`src/hdl/sfr_pkg.sv`:
```
// ---------------------------------------------------------------------------
// sfr_pkg: shared types and constants of the serial frame receiver
// Operation codes, result kinds, parser phases and the result record.
// ---------------------------------------------------------------------------
`default_nettype none

package sfr_pkg;

   localparam logic [7:0]  HEADER_FIRST  = 8'h55;
   localparam logic [7:0]  HEADER_SECOND = 8'hAA;
   localparam logic [15:0] TIMEOUT_RESET = 16'd300;
   localparam logic [15:0] IDLE_MAX      = 16'hFFFF;

   typedef enum logic {
      OP_BYTE = 1'b0,
      OP_TICK = 1'b1
   } op_type;

   typedef enum logic [1:0] {
      KIND_PAYLOAD = 2'd0,
      KIND_GOOD    = 2'd1,
      KIND_BAD_SUM = 2'd2,
      KIND_TIMEOUT = 2'd3
   } result_kind_type;

   typedef enum logic [7:0] {
      PH_HDR1    = 8'b0000_0001,
      PH_HDR2    = 8'b0000_0010,
      PH_VERSION = 8'b0000_0100,
      PH_COMMAND = 8'b0000_1000,
      PH_LEN_HI  = 8'b0001_0000,
      PH_LEN_LO  = 8'b0010_0000,
      PH_PAYLOAD = 8'b0100_0000,
      PH_CHECK   = 8'b1000_0000
   } phase_type;

   typedef struct packed {
      result_kind_type kind;
      logic [7:0]      data_byte;
      logic [7:0]      command_code;
      logic [7:0]      version_code;
      logic [15:0]     frame_length;
      logic [7:0]      computed_sum;
   } result_type;

endpackage

`default_nettype wire

```
`src/hdl/sfr_parser.sv`:
```
// ---------------------------------------------------------------------------
// sfr_parser: frame state and per-item step logic
// Holds the frame phase, header fields, running sum, idle timer and timeout; forms at most
// one result for each accepted byte or tick.
// ---------------------------------------------------------------------------
`default_nettype none

module sfr_parser (
   input  wire logic                clock,
   input  wire logic                reset,
   input  wire logic                step_valid,
   input  wire sfr_pkg::op_type     step_op,
   input  wire logic [7:0]          step_byte,
   input  wire logic                csr_write,
   input  wire logic [15:0]         csr_value,
   output logic                     res_valid,
   output sfr_pkg::result_type      res
);

   sfr_pkg::phase_type phase_ff, phase_in;
   logic [7:0]  version_ff, version_in;
   logic [7:0]  command_ff, command_in;
   logic [15:0] length_ff, length_in;
   logic [15:0] count_ff, count_in;
   logic [7:0]  sum_ff, sum_in;
   logic [15:0] idle_ff, idle_in;
   logic [15:0] timeout_ff, timeout_in;
   logic [7:0]  sum_add;
   logic [15:0] idle_inc;
   logic [15:0] count_inc;
   logic [15:0] length_lo;

   assign sum_add   = sum_ff + step_byte;
   assign idle_inc  = (idle_ff == sfr_pkg::IDLE_MAX) ? idle_ff : idle_ff + 16'd1;
   assign count_inc = count_ff + 16'd1;
   assign length_lo = {length_ff[15:8], step_byte};
   assign timeout_in = csr_write ? csr_value : timeout_ff;

   always_comb begin
      phase_in   = phase_ff;
      version_in = version_ff;
      command_in = command_ff;
      length_in  = length_ff;
      count_in   = count_ff;
      sum_in     = sum_ff;
      idle_in    = idle_ff;
      res_valid  = 1'b0;
      res.kind   = sfr_pkg::KIND_PAYLOAD;
      res.data_byte = step_byte;
      if (step_valid) begin
         if (step_op == sfr_pkg::OP_TICK) begin
            idle_in = idle_inc;
            if (phase_ff != sfr_pkg::PH_HDR1 && idle_inc > timeout_ff) begin
               res_valid     = 1'b1;
               res.kind      = sfr_pkg::KIND_TIMEOUT;
               res.data_byte = 8'd0;
               phase_in      = sfr_pkg::PH_HDR1;
            end
         end else begin
            unique case (phase_ff)
               sfr_pkg::PH_HDR1: begin
                  if (step_byte == sfr_pkg::HEADER_FIRST) begin
                     version_in = 8'd0;
                     command_in = 8'd0;
                     length_in  = 16'd0;
                     count_in   = 16'd0;
                     sum_in     = step_byte;
                     idle_in    = 16'd0;
                     phase_in   = sfr_pkg::PH_HDR2;
                  end
               end
               sfr_pkg::PH_HDR2: begin
                  if (step_byte == sfr_pkg::HEADER_SECOND) begin
                     sum_in   = sum_add;
                     idle_in  = 16'd0;
                     phase_in = sfr_pkg::PH_VERSION;
                  end else begin
                     phase_in = sfr_pkg::PH_HDR1;
                  end
               end
               sfr_pkg::PH_VERSION: begin
                  version_in = step_byte;
                  sum_in     = sum_add;
                  idle_in    = 16'd0;
                  phase_in   = sfr_pkg::PH_COMMAND;
               end
               sfr_pkg::PH_COMMAND: begin
                  command_in = step_byte;
                  sum_in     = sum_add;
                  idle_in    = 16'd0;
                  phase_in   = sfr_pkg::PH_LEN_HI;
               end
               sfr_pkg::PH_LEN_HI: begin
                  length_in = {step_byte, 8'd0};
                  sum_in    = sum_add;
                  idle_in   = 16'd0;
                  phase_in  = sfr_pkg::PH_LEN_LO;
               end
               sfr_pkg::PH_LEN_LO: begin
                  length_in = length_lo;
                  sum_in    = sum_add;
                  count_in  = 16'd0;
                  idle_in   = 16'd0;
                  phase_in  = (length_lo == 16'd0) ? sfr_pkg::PH_CHECK
                                                   : sfr_pkg::PH_PAYLOAD;
               end
               sfr_pkg::PH_PAYLOAD: begin
                  sum_in    = sum_add;
                  count_in  = count_inc;
                  idle_in   = 16'd0;
                  res_valid = 1'b1;
                  if (count_inc >= length_ff) begin
                     phase_in = sfr_pkg::PH_CHECK;
                  end
               end
               sfr_pkg::PH_CHECK: begin
                  res_valid = 1'b1;
                  res.kind  = (step_byte == sum_ff) ? sfr_pkg::KIND_GOOD
                                                    : sfr_pkg::KIND_BAD_SUM;
                  idle_in   = 16'd0;
                  phase_in  = sfr_pkg::PH_HDR1;
               end
               default: begin
                  phase_in = sfr_pkg::PH_HDR1;
               end
            endcase
         end
      end
      res.command_code = command_in;
      res.version_code = version_in;
      res.frame_length = length_in;
      res.computed_sum = sum_in;
   end

   always_ff @(posedge clock) begin
      if (reset) begin
         phase_ff   <= sfr_pkg::PH_HDR1;
         version_ff <= 8'd0;
         command_ff <= 8'd0;
         length_ff  <= 16'd0;
         count_ff   <= 16'd0;
         sum_ff     <= 8'd0;
         idle_ff    <= 16'd0;
         timeout_ff <= sfr_pkg::TIMEOUT_RESET;
      end else begin
         phase_ff   <= phase_in;
         version_ff <= version_in;
         command_ff <= command_in;
         length_ff  <= length_in;
         count_ff   <= count_in;
         sum_ff     <= sum_in;
         idle_ff    <= idle_in;
         timeout_ff <= timeout_in;
      end
   end

endmodule

`default_nettype wire

```
`src/hdl/sfr_out_queue.sv`:
```
// ---------------------------------------------------------------------------
// sfr_out_queue: two-entry result register with skid slot
// Registers each result and keeps one more while the head waits.
// ---------------------------------------------------------------------------
`default_nettype none

module sfr_out_queue (
   input  wire logic                clock,
   input  wire logic                reset,
   input  wire logic                push_valid,
   input  wire sfr_pkg::result_type push_data,
   output logic                     push_ready,
   output logic                     pop_valid,
   input  wire logic                pop_ready,
   output sfr_pkg::result_type      pop_data
);

   logic [1:0]          fill_ff, fill_in;
   sfr_pkg::result_type head_ff, head_in;
   sfr_pkg::result_type skid_ff, skid_in;
   logic                pop;

   assign pop        = pop_valid && pop_ready;
   assign push_ready = (fill_ff != 2'd2);
   assign pop_valid  = (fill_ff != 2'd0);
   assign pop_data   = head_ff;

   always_comb begin
      fill_in = fill_ff;
      head_in = head_ff;
      skid_in = skid_ff;
      case (fill_ff)
         2'd0: begin
            if (push_valid) begin
               head_in = push_data;
               fill_in = 2'd1;
            end
         end
         2'd1: begin
            if (push_valid && pop) begin
               head_in = push_data;
            end else if (push_valid) begin
               skid_in = push_data;
               fill_in = 2'd2;
            end else if (pop) begin
               fill_in = 2'd0;
            end
         end
         default: begin
            if (pop) begin
               head_in = skid_ff;
               fill_in = 2'd1;
            end
         end
      endcase
   end

   always_ff @(posedge clock) begin
      if (reset) begin
         fill_ff <= 2'd0;
      end else begin
         fill_ff <= fill_in;
      end
      head_ff <= head_in;
      skid_ff <= skid_in;
   end

endmodule

`default_nettype wire

```
`src/hdl/serial_frame_receiver.sv`:
```
// Each result is registered in the head slot, or the skid slot if the head waits.
// Throughput: one byte or tick per cycle; a two-entry result register lets
// items keep flowing while one result waits, and stalls input once both fill.
// Reset (synchronous): phase back to header search, fields and idle timer
// cleared, timeout register to 300 ticks, result register emptied.
// ---------------------------------------------------------------------------
// serial_frame_receiver: UART frame parser with length and additive checksum
// Streams payload bytes and reports frame good, bad checksum or timeout.
// ---------------------------------------------------------------------------
`default_nettype none

module serial_frame_receiver (
   input  wire logic        clock,
   input  wire logic        reset,
   input  wire logic        req_tvalid,
   output logic             req_tready,
   input  wire logic [7:0]  req_tdata,  // [7:0] rx_byte
   input  wire logic        req_tuser,  // [0] operation
   output logic             rsp_tvalid,
   input  wire logic        rsp_tready,
   output logic [47:0]      rsp_tdata,  // [7:0] data_byte, [15:8] command_code,
                                        // [23:16] version_code,
                                        // [39:24] frame_length, [47:40] computed_sum
   output logic [1:0]       rsp_tuser,  // [1:0] result_kind
   input  wire logic        csr_valid,
   output logic             csr_ready,
   input  wire logic [15:0] csr_data    // timeout_ticks
);

   logic                step_valid;
   logic                res_valid;
   sfr_pkg::result_type res;
   sfr_pkg::result_type head;
   sfr_pkg::op_type     step_op;

   assign step_valid = req_tvalid && req_tready;
   assign step_op    = sfr_pkg::op_type'(req_tuser);
   assign csr_ready  = 1'b1;

   sfr_parser u_parser (
      .clock      (clock),
      .reset      (reset),
      .step_valid (step_valid),
      .step_op    (step_op),
      .step_byte  (req_tdata),
      .csr_write  (csr_valid && csr_ready),
      .csr_value  (csr_data),
      .res_valid  (res_valid),
      .res        (res)
   );

   sfr_out_queue u_out_queue (
      .clock      (clock),
      .reset      (reset),
      .push_valid (res_valid),
      .push_data  (res),
      .push_ready (req_tready),
      .pop_valid  (rsp_tvalid),
      .pop_ready  (rsp_tready),
      .pop_data   (head)
   );

   assign rsp_tuser = head.kind;
   assign rsp_tdata = {head.computed_sum, head.frame_length, head.version_code,
                       head.command_code, head.data_byte};

endmodule

`default_nettype wire

```
`config.mk`:
```
export PLATFORM = sky130hd
export DESIGN_NAME = serial_frame_receiver
export DESIGN_NICKNAME = d
export VERILOG_FILES = /design/src/hdl/sfr_pkg.sv /design/src/hdl/sfr_parser.sv /design/src/hdl/sfr_out_queue.sv /design/src/hdl/serial_frame_receiver.sv
export SDC_FILE = /design/constraint.sdc
export NUM_CORES = 1
export LEC_CHECK = 0
export ABC_AREA = 0
export BUFFER_PORTS_ARGS = -buffer_cell sky130_fd_sc_hd__clkbuf_2
export CORE_MARGIN = 3
export CORE_UTILIZATION = 60
export CTS_CLUSTER_DIAMETER = 80
export DETAILED_ROUTE_END_ITERATION = 16
export GPL_ROUTABILITY_DRIVEN = 1
export MAX_ROUTING_LAYER = met4
export PLACE_DENSITY = 0.79
export SYNTH_ARGS = -nofsm -noshare
export SYNTH_HDL_FRONTEND = slang
export SYNTH_HIERARCHICAL = 1
export SYNTH_SLANG_ARGS = --single-unit
```
`constraint.sdc`:
```
create_clock -name clock -period 7.85 [get_ports clock]
set_input_delay 0.3925 -clock clock [delete_from_list [all_inputs] [get_ports clock]]
set_output_delay 0.3925 -clock clock [all_outputs]
set_load 0.03 [all_outputs]
```
==> results.yml <==
hold_path:
  hold_class: "input pin to register"
clock_tree:
  path_clk_slew_ns: 0.07
  cts_buffers: 17
  cts_root_buf: "clkbuf_16"
  insertion_delay_ns: 0.44
  cts_resized: 0
  cts_tree: "yes"
  post-cts-setup-buffers: 0
  htree_levels: 4
  cts_buffer_depth: 2
  ctsHoldBuffers: 0
  clock_sinks: 198
synthesis:
  synth_edf_count: 100
  syn_avg_cell_area_um2: 11.1
  ys_types: 71
  yosysTopAreaCellShare_pct: 30.5
  ys_warn_count: 6
  async_reset_ff_share_pct: 0
  ys_top_cells_by_area: "edfxtp_1 30%, dfxtp_1 20%, mux2_4 5.3%"
  yosysTopAreaCell: "edfxtp_1"
  seq_area_frac_synth_pct: 50.4
  synthFlopType: "edfxtp_1"
  synth-seq-cells: 198
  synth_fp_nets: 960
  synthCells: 888
  synth_area_mm2: 0.00985
route:
  drt_iter0_drc: 675
  drc: 0
  num_vias: 6967
  firstDrtPassIters: 5
  wl_mm: 20.4
  viasPerCell: 5.87
  ant_nets: 0
  routedWlPerCell_um: 17.2
timing:
  rsz0062_at_grt: "false"
  slew-limit-headroom_pct: 31.5
  max_freq_mhz: 189
  maxSlewViolCount: 0
  fin_skew_ns: 0.0126
  setup_ws_ns: 2.56
  setup_viol: 0
  min_period_over_period_pct: 67.4
  fin_crit_ns: 5.29
  fin_tns_setup_ns: 0
  tightest_slew_ns: 1.02
  hold_viol: 0
worst_setup_path:
  setup.worst_path.start_class: "register"
  critPathBufInv: 1
  critPathTopFamily: "simple AND/OR/NAND/NOR gates"
  path_cells: "ha_1, nand3_1, or3_1, o21bai_1, nor2_1, xnor2_1, ha_1, nand4_1, nor3_1, a21boi_0, or4b_2, nand4_1, nand2_1, nand3b_1, nor2_4, buf_4"
  timing_worst_setup_path_type: "register to register"
  cp_data_arrival_time_ns: 5.40
  worstPathMaxFanout: 27
  r2r-start: "u_parser/idle_ff[0]$_SDFFE_PP0P_"
  reg2reg_to: "u_out_queue/skid_ff[1]$_DFFE_PP_"
  worstSetupEndpoint: "u_out_queue/skid_ff[1]$_DFFE_PP_"
  max_stage_delay_ns: 0.54
  critPathCaptureType: "register"
  reg2regPathDepth: 16
  rrSetupSlack_ns: 2.56
  critPathSlowestCell: "nor2_4"
  cp.required_ns: 7.96
  cp_num_cells: 16
  critPathLaunch: "u_parser/idle_ff[0]$_SDFFE_PP0P_"
finish:
  syn_to_final_growth_pct: 11.4
  final_cell_mix: "100 x edfxtp_1, 97 x dfxtp_1, 81 x clkbuf_2"
  nets: 1030
  fin_cells: 1187
  layout_commonest_cell: "edfxtp_1"
  drive_gt1_share_pct: 20.1
  final_util_pct: 68.6
  antennaDiodeCount: 0
  stdcell_area_mm2: 0.0110
floorplan:
  rows: 46
  io_pins: 83
  start_util_pct: 61.5
  dieHeight_um: 134
  core_area_mm2: 0.0160
  die-width_um: 134
  design.die.area_mm2: 0.0180
pwr:
  switching_power_uw: 463
  ir_drop_mv: 0.154
  power.internal_uw: 1560
  p_per_area_mw_per_mm2: 184
  pwr-share-seq_pct: 53.6
  clkPwrFrac_pct: 42.8
  p_sw_share_pct: 22.9
  power_frac_comb_pct: 3.6
  leakage_uw: 0.00442
placement:
  placed_cells: 1155
  dpl_worst_slack_ns: 2.61
  place_hpwl_mm: 13.6
  port_buffers: 81
  place_area_mm2: 0.0104
  gp_congestion: 0.889
global_route:
  antenna_found_initial: 0
  grt_start_max_net_pins: 57
  grt_pass1_wl_mm: 33.6
  groute.usage.overall_pct: 24.0
  grt_pass1_vias: 6674
  grt.overflow.total: 0
run:
  drv_cap: 0
status:
  status: "finished clean"
-- worst reg2reg max path: cells and delay by family, from the launching register on --
family | cells | cell delay (ns)
adder cells (fa/ha/maj) | 2 | 0.57
buffers and inverters | 1 | 0.49
XOR/XNOR | 1 | 0.14
AO/OA/AOI/OAI | 2 | 0.44
AND/OR/NAND/NOR | 10 | 2.86
flip-flops | 1 | 0.46
-- registers in the layout (all words and copies together), names as in the netlist, 16 cells and up --
signal and count:
u_out_queue/pop_data 50, u_out_queue/skid_ff 50, u_parser/count_ff 16, u_parser/idle_ff 16, u_parser/length_ff 16, u_parser/timeout_ff 16
-- routing by layer --
| layer | part of all wire, % | global-route usage (%) | vias to the layer above |
|---|---|---|---|
| met5 | 0 | - | - |
| met4 | 1.6 | 6.45 | 0 |
| met3 | 5.3 | 4.84 | 35 |
| met2 | 49 | 39.1 | 224 |
| met1 | 44 | 31.2 | 3318 |
| li1 | - | - | 3390 |
-- synth_stat cells (all sizes together) (8+ instances only) --
| cell | number |
|---|---|
| a21o | 10 |
| a21oi | 42 |
| a22o | 30 |
| and2 | 53 |
| and3 | 10 |
| buf | 22 |
| clkbuf | 15 |
| dfxtp | 98 |
| edfxtp | 100 |
| ha | 41 |
| inv | 39 |
| mux2 | 54 |
| mux2i | 18 |
| nand2 | 50 |
| nand3 | 26 |
| nand3b | 8 |
| nand4 | 16 |
| nor2 | 78 |
| nor3 | 12 |
| nor4 | 8 |
| o21ai | 42 |
| xnor2 | 14 |
| xor2 | 19 |
-- logic make-up (layout without fill, tap and decap cells) --
group	Yosys count	after routing	share of synthesized area [%]
muxes	72	72	9.34
AOI/OAI and AO/OA	169	169	12.0
xor gates and xnor gates	33	33	2.94
adders and majority gates	42	42	5.41
buffers and inverters	76	159	3.67
and+or+nand+nor	297	297	16.2
DFF	198	198	50.4
other	1	1	0.0381
-- power by group through the flow --
stage | registers, uW | clock network [uW] | logic (uW)
after floorplan | 1110 | 0 | 43.5
after global placement | 1110 | 0 | 70.6
after detailed placement | 1110 | 0 | 71.3
after CTS | 1080 | 877 | 71.9
after global routing | 1080 | 929 | 80.0
final | 1080 | 866 | 72.1
-- how the worst min path moves through the flow --
stage,slack [ns],cells past startpoint,end,start
floorplan,0.46,2,u_parser/timeout_ff[10]$_SDFFE_PP0P_,u_parser/timeout_ff[10]$_SDFFE_PP0P_
global placement,0.47,2,u_parser/timeout_ff[10]$_SDFFE_PP0P_,u_parser/timeout_ff[10]$_SDFFE_PP0P_
detailed placement,0.49,2,u_parser/timeout_ff[5]$_SDFFE_PP1P_,u_parser/timeout_ff[5]$_SDFFE_PP1P_
CTS,0.15,2,u_out_queue/fill_ff[1]$_SDFFE_PP0P_,rsp_tready
global route,0.16,2,u_out_queue/fill_ff[1]$_SDFFE_PP0P_,rsp_tready
finish,0.16,2,u_out_queue/fill_ff[1]$_SDFFE_PP0P_,rsp_tready
-- layout make-up --
type	instances	area, um^2
inverters	39	146
clock buffers	18	429
fillers	1227	5030
repair buffers	88	458
multi-input cells	614	4540
clock inverters	14	164
flip-flops and latches	198	4970
well taps	216	270
-- per-stage QoR --
stage,total power (uW),hold WS (ns)
after floorplan,1150,0.460
after global placement,1180,0.475
after detailed placement,1180,0.485
after CTS,2030,0.152
after global routing,2090,0.165
final,2020,0.157
(Power assumes the default switching activity.)
